### config.mk
export PLATFORM = sky130hd
export DESIGN_NAME = fchk_frame_ctrl
export DESIGN_NICKNAME = d
export VERILOG_FILES = /design/src/rtl/fchk_pkg.sv /design/src/rtl/fchk_frame_ctrl.sv
export VERILOG_INCLUDE_DIRS = /design/src /design/src/rtl
export SDC_FILE = /design/constraint.sdc
export NUM_CORES = 1
export LEC_CHECK = 0
export BUFFER_PORTS_ARGS = -buffer_cell sky130_fd_sc_hd__buf_2
export CAP_MARGIN = 25
export CELL_PAD_IN_SITES_DETAIL_PLACEMENT = 0
export CELL_PAD_IN_SITES_GLOBAL_PLACEMENT = 1
export CORE_ASPECT_RATIO = 1.5
export CORE_MARGIN = 8
export CORE_UTILIZATION = 38
export CTS_CLUSTER_DIAMETER = 100
export DETAILED_ROUTE_END_ITERATION = 8
export PLACE_DENSITY_LB_ADDON = 0.1
export SYNTH_ARGS = -nofsm -noshare
export SYNTH_HDL_FRONTEND = slang
export SYNTH_SLANG_ARGS = --single-unit
### constraint.sdc
create_clock -name clk_i -period 3.4 [get_ports clk_i]
set_input_delay 0 -clock clk_i [delete_from_list [all_inputs] [get_ports clk_i]]
set_output_delay 0 -clock clk_i [all_outputs]
set_load 0.05 [all_outputs]
### src/rtl/assert_macros.svh
// ----------------------------------------------------------------------------
// Assertion macros
// Shared concurrent assertion helpers for the frame checker RTL.
// ----------------------------------------------------------------------------
`ifndef ASSERT_MACROS_SVH
`define ASSERT_MACROS_SVH

// Plain property, disabled while reset is asserted (active low).
`define FCHK_ASSERT(lbl, clk, rst_n, prop, msg) \
  lbl: assert property (@(posedge clk) disable iff (!(rst_n)) (prop)) else $error(msg);

// Same-cycle implication, disabled while reset is asserted (active low).
`define FCHK_ASSERT_IMP(lbl, clk, rst_n, ante, cons, msg) \
  lbl: assert property (@(posedge clk) disable iff (!(rst_n)) (ante) |-> (cons)) \
    else $error(msg);

`endif

### src/rtl/fchk_pkg.sv
// ----------------------------------------------------------------------------
// Frame checker package
// Types, codes and CRC helpers shared by the frame checker modules.
// ----------------------------------------------------------------------------
package fchk_pkg;

  localparam logic       MODE_HEADER  = 1'b0;
  localparam logic       MODE_PAYLOAD = 1'b1;

  localparam logic       CFG_SYNC_WORD = 1'b0;
  localparam logic       CFG_MAX_LEN   = 1'b1;

  localparam logic [7:0]  CRC8_POLY   = 8'h07;
  localparam logic [7:0]  CRC8_INIT   = 8'h00;
  localparam logic [15:0] CRC16_POLY  = 16'h1021;
  localparam logic [15:0] CRC16_INIT  = 16'hFFFF;
  localparam logic [15:0] MAX_LEN_RST = 16'd1016;

  typedef enum logic [2:0] {
    ERR_OK     = 3'd0,
    ERR_SYNC   = 3'd1,
    ERR_LENGTH = 3'd2,
    ERR_HCRC   = 3'd3,
    ERR_PCRC   = 3'd4
  } err_code_e;

  typedef struct packed {
    logic        mode;
    logic [15:0] sync_value;
    logic [7:0]  frame_type;
    logic [15:0] payload_length;
    logic [7:0]  header_check;
    logic [15:0] payload_check;
    logic [7:0]  payload_byte;
  } item_t;

  typedef struct packed {
    logic      frame_ok;
    err_code_e error_code;
  } result_t;

  // CRC-8, MSB first, one byte.
  function automatic logic [7:0] crc8_byte(input logic [7:0] crc, input logic [7:0] data);
    logic [7:0] c;
    c = crc ^ data;
    for (int i = 0; i < 8; i++) begin
      c = c[7] ? ({c[6:0], 1'b0} ^ CRC8_POLY) : {c[6:0], 1'b0};
    end
    return c;
  endfunction

  // CRC-16-CCITT, MSB first, one byte.
  function automatic logic [15:0] crc16_byte(input logic [15:0] crc, input logic [7:0] data);
    logic [15:0] c;
    c = crc ^ {data, 8'h00};
    for (int i = 0; i < 8; i++) begin
      c = c[15] ? ({c[14:0], 1'b0} ^ CRC16_POLY) : {c[14:0], 1'b0};
    end
    return c;
  endfunction

endpackage

### src/rtl/fchk_frame_ctrl.sv
// ----------------------------------------------------------------------------
// Frame checker control
// Header checks, frame state and payload CRC-16 update for one request.
// ----------------------------------------------------------------------------
`include "assert_macros.svh"

module fchk_frame_ctrl (
  input  logic              clk_i,
  input  logic              rst_ni,
  input  logic              vld_i,
  input  fchk_pkg::item_t   item_i,
  input  logic              adv_i,
  input  logic [15:0]       sync_word_i,
  input  logic [15:0]       max_len_i,
  output logic              res_vld_o,
  output fchk_pkg::result_t res_o
);
  import fchk_pkg::*;

  logic        open_q, open_d;
  logic [15:0] left_q, left_d;
  logic [15:0] crc_q, crc_d;
  logic [15:0] exp_q, exp_d;

  logic        fire;
  logic [7:0]  hdr_crc;
  logic [15:0] crc_nxt;
  logic [15:0] left_m1;

  assign fire = vld_i & adv_i;

  // Header CRC-8 over sync_hi, sync_lo, type, len_hi, len_lo.
  assign hdr_crc = crc8_byte(crc8_byte(crc8_byte(crc8_byte(crc8_byte(CRC8_INIT,
                     item_i.sync_value[15:8]), item_i.sync_value[7:0]),
                     item_i.frame_type), item_i.payload_length[15:8]),
                     item_i.payload_length[7:0]);

  assign crc_nxt = crc16_byte(crc_q, item_i.payload_byte);
  assign left_m1 = left_q - 16'd1;

  always_comb begin
    open_d    = open_q;
    left_d    = left_q;
    crc_d     = crc_q;
    exp_d     = exp_q;
    res_vld_o = 1'b0;
    res_o     = '{frame_ok: 1'b0, error_code: ERR_OK};
    if (fire) begin
      if (item_i.mode == MODE_HEADER) begin
        // a header always drops any open frame
        open_d = 1'b0;
        left_d = '0;
        crc_d  = CRC16_INIT;
        if (item_i.sync_value != sync_word_i) begin
          res_vld_o        = 1'b1;
          res_o.error_code = ERR_SYNC;
        end else if (item_i.payload_length == '0 || item_i.payload_length > max_len_i) begin
          res_vld_o        = 1'b1;
          res_o.error_code = ERR_LENGTH;
        end else if (hdr_crc != item_i.header_check) begin
          res_vld_o        = 1'b1;
          res_o.error_code = ERR_HCRC;
        end else begin
          open_d = 1'b1;
          left_d = item_i.payload_length;
          exp_d  = item_i.payload_check;
        end
      end else if (open_q) begin
        crc_d  = crc_nxt;
        left_d = left_m1;
        if (left_m1 == '0) begin
          open_d         = 1'b0;
          crc_d          = CRC16_INIT;
          res_vld_o      = 1'b1;
          res_o.frame_ok = (crc_nxt == exp_q);
          res_o.error_code = (crc_nxt == exp_q) ? ERR_OK : ERR_PCRC;
        end
      end
    end
  end

  always_ff @(posedge clk_i or negedge rst_ni) begin
    if (!rst_ni) begin
      open_q <= 1'b0;
      left_q <= '0;
      crc_q  <= CRC16_INIT;
      exp_q  <= '0;
    end else begin
      open_q <= open_d;
      left_q <= left_d;
      crc_q  <= crc_d;
      exp_q  <= exp_d;
    end
  end

  `FCHK_ASSERT_IMP(a_open_has_bytes, clk_i, rst_ni, open_q, left_q != '0, "open frame with no bytes left")
  `FCHK_ASSERT_IMP(a_idle_crc_init, clk_i, rst_ni, !open_q, crc_q == CRC16_INIT, "CRC not re-initialised")
  `FCHK_ASSERT_IMP(a_ok_matches_code, clk_i, rst_ni, res_vld_o, res_o.frame_ok == (res_o.error_code == ERR_OK), "frame_ok disagrees with code")
  `FCHK_ASSERT(a_no_result_idle, clk_i, rst_ni, !fire |-> !res_vld_o, "result without a request")

endmodule

==> impl_metrics.tcl <==
set metrics [dict create \
    fill_cells 1193 \
    routed_wl_um 14800 \
    synth_area_per_cell_sq_um 9.56 \
    synth_common_cells "xnor2_1 (94), nor2_1 (41), xor2_1 (37), dfrtp_1 (33), inv_1 (22)" \
    finalHoldViolCount 0 \
    max_cap_viol_count 0 \
    drv_slew 0 \
    critPathKind "in -> out" \
    finalSetupTns_ns 0 \
    ys_warn_count 0 \
    synthFlopType "dfrtp_1" \
    first_pass_iters 4 \
    synth_edf_count 0 \
    gp_congestion 0.833 \
    drc_errors 0 \
    num_vias 4259 \
    die_w_um 108 \
    grt_first_pass_wirelength_um 24000 \
    wl_per_cell_um 17.8 \
    crit_fanout 7 \
    p_total_mw 4.18 \
    cts_sinks 49 \
    yosysSeqAreaShare_pct 26.0 \
    ir_drop_mv 0.489 \
    io_pins 114 \
    drtIter0Drc 101 \
    dp_hpwl_um 12600 \
    overflow 0 \
    leakage_nw 2.99 \
    cp-start-kind "input pin" \
    grt_pass1_vias 4837 \
    yosysMostFrequentCell "xnor2_1" \
    ys_top_cells_by_area "dfrtp_1 (17%), xnor2_1 (17%), dfstp_2 (8.8%), xnor3_1 (8.0%), xor2_1 (6.8%)" \
    yosys_register_bits 49 \
    die_area_sq_um 16500 \
    tightest_slew_ns 0.802 \
    rows 50 \
    synth.top_cell.area_share_pct 17.2 \
    port_buffers 113 \
    core_sq_um 12400 \
    postSynthCellCount 501 \
    crit_path_end_kind "output port" \
    start_util_pct 38.7 \
    status "completed" \
    r2r_start "left_q[0]$_DFFE_PN0P_" \
    r2r_cells 11 \
    grt_max_degree 36 \
    hp-class "in -> reg" \
    syn_nets 628 \
    whs_path_depth 3 \
    clockBufferDepth 2 \
    p_per_area_nw_per_um2 664 \
    insertion_delay_ns 0.29 \
    rsz0062_at_grt "true" \
    stdcell_area_sq_um 6290 \
    cts_made_buffers 5 \
    final.min_clock_period_ns 3.28 \
    yosysTopAreaCell "dfrtp_1" \
    die_h_um 154 \
    crit_start "item_i[58]" \
    cts_tree "done" \
    setup_violations 0 \
    grt_antenna_before_repair 0 \
    placed_area_sq_um 5900 \
    synth.distinct_cells 54 \
    diodes 0 \
    cts-root-buf "clkbuf_16" \
    ant_nets 0 \
    ys_async_sr_fraction_pct 100 \
    fmax_ghz 0.305 \
    cp.arrival_ns 3.28 \
    track_usage_pct 18.4 \
    drive_gt1_share_pct 31.6 \
    slew-limit-headroom_pct 46.5 \
    period_share_pct 96.4 \
    path_clk_slew_ns 0.07 \
    drt-vias-per-instance 5.11 \
    hp-start "item_i[33]" \
    r2r_slack_ns 0.55 \
    fin_nets 803 \
    required_ns 3.40 \
    syn-cell-area_sq_um 4790 \
    areaGrowthSynthToFinish_pct 31.3 \
    clock_skew_ns 0.00283 \
    htreeDepth 2 \
]
## critical path, stage by stage
cell	delay, ns
buf_2	0.09
xnor3_2	0.45
xnor2_2	0.25
xnor3_2	0.43
xor3_2	0.28
xnor2_2	0.18
xor3_1	0.27
or3_1	0.33
a22oi_2	0.17
nand4b_1	0.14
buf_4	0.20
o31a_1	0.28
buf_2	0.21
## worst paths after layout
path	to
min in group asynchronous	exp_q[15]$_DFFE_PN0P_
setup reg to reg	crc_q[11]$_DFFE_PN1P_
setup / recovery	res_vld_o
max in group asynchronous	crc_q[5]$_DFFE_PN1P_
hold reg to reg	crc_q[12]$_DFFE_PN1P_
hold / removal	left_q[1]$_DFFE_PN0P_
## final cells by class
class	instances	area, sq um	area share, %
multi-input cells	410	3400	54.1
flip-flops and latches	49	1250	19.8
repair buffers	188	1190	18.9
well taps	156	195	3.10
clock buffers	6	139	2.21
inverters	22	82.6	1.31
clock inverters	2	37.5	0.597
## routing by layer
layer  GRT usage [%]  vias to the layer above  wire (um)
li1                -                     2106          -
met1            17.7                     2036       5270
met2            36.7                       95       8600
met3            2.30                       22        480
met4            8.10                        0        469
met5               0                        -          0
## sequential cells by signal, indices dropped and copies added (netlist names)
| register | cells |
|---|---|
| crc_q | 16 |
| exp_q | 16 |
| left_q | 16 |
| open_q | 1 |
## through the flow
step                      cells  utilization [%]  hold slack (ns)  setup slack (ns)
after floorplan             501                -           -0.296          0.000267
after global placement      805             47.7            0.125            -0.189
after detailed placement    805             47.7            0.131            -0.293
after CTS                   830             50.5           0.0492           0.00618
after global routing        833             50.8           0.0562           -0.0683
final                       833             50.8           0.0460             0.123
## repair_timing
action                                  4_1_cts  5_1_grt
endpoints found under the hold margin        36        0
gates resized for setup                       0        5
setup buffers                                 0        3
hold buffers                                 17        0
endpoints found under the setup margin        0       21
## cells by family (layout without fill, tap and decap cells)
| kind of cell | count (synthesis) | count (layout) | share of synthesized area (%) |
|---|---|---|---|
| compound gates | 73 | 73 | 11.0 |
| xor+xnor | 154 | 154 | 34.5 |
| fa+ha+maj | 18 | 18 | 4.70 |
| buf+inv | 42 | 218 | 3.87 |
| flops | 49 | 49 | 26.0 |
| mux | 16 | 16 | 3.76 |
| simple gates | 149 | 149 | 16.2 |
## power by group
| part | internal (mW) | switching [mW] | total (mW) |
|---|---|---|---|
| clock | 0.368 | 0.227 | 0.595 |
| sequential | 0.721 | 0.0733 | 0.794 |
| combinational | 1.50 | 1.29 | 2.79 |
## cells in the final DEF (no fill, tap or decap), drive strengths merged, types with 14 or more instances in the layout
master       synthesis  routed
xnor2               97      97
dfstp               16      16
mux2                16      16
xnor3               18      18
dlygate4sd3          0      17
xor2                37      37
buf                  8     170
ha                  18      18
dfrtp               33      33
a31oi               14      14
nand2               21      21
nor2                41      41
inv                 22      22
Power figures use the tool's default switching activity.
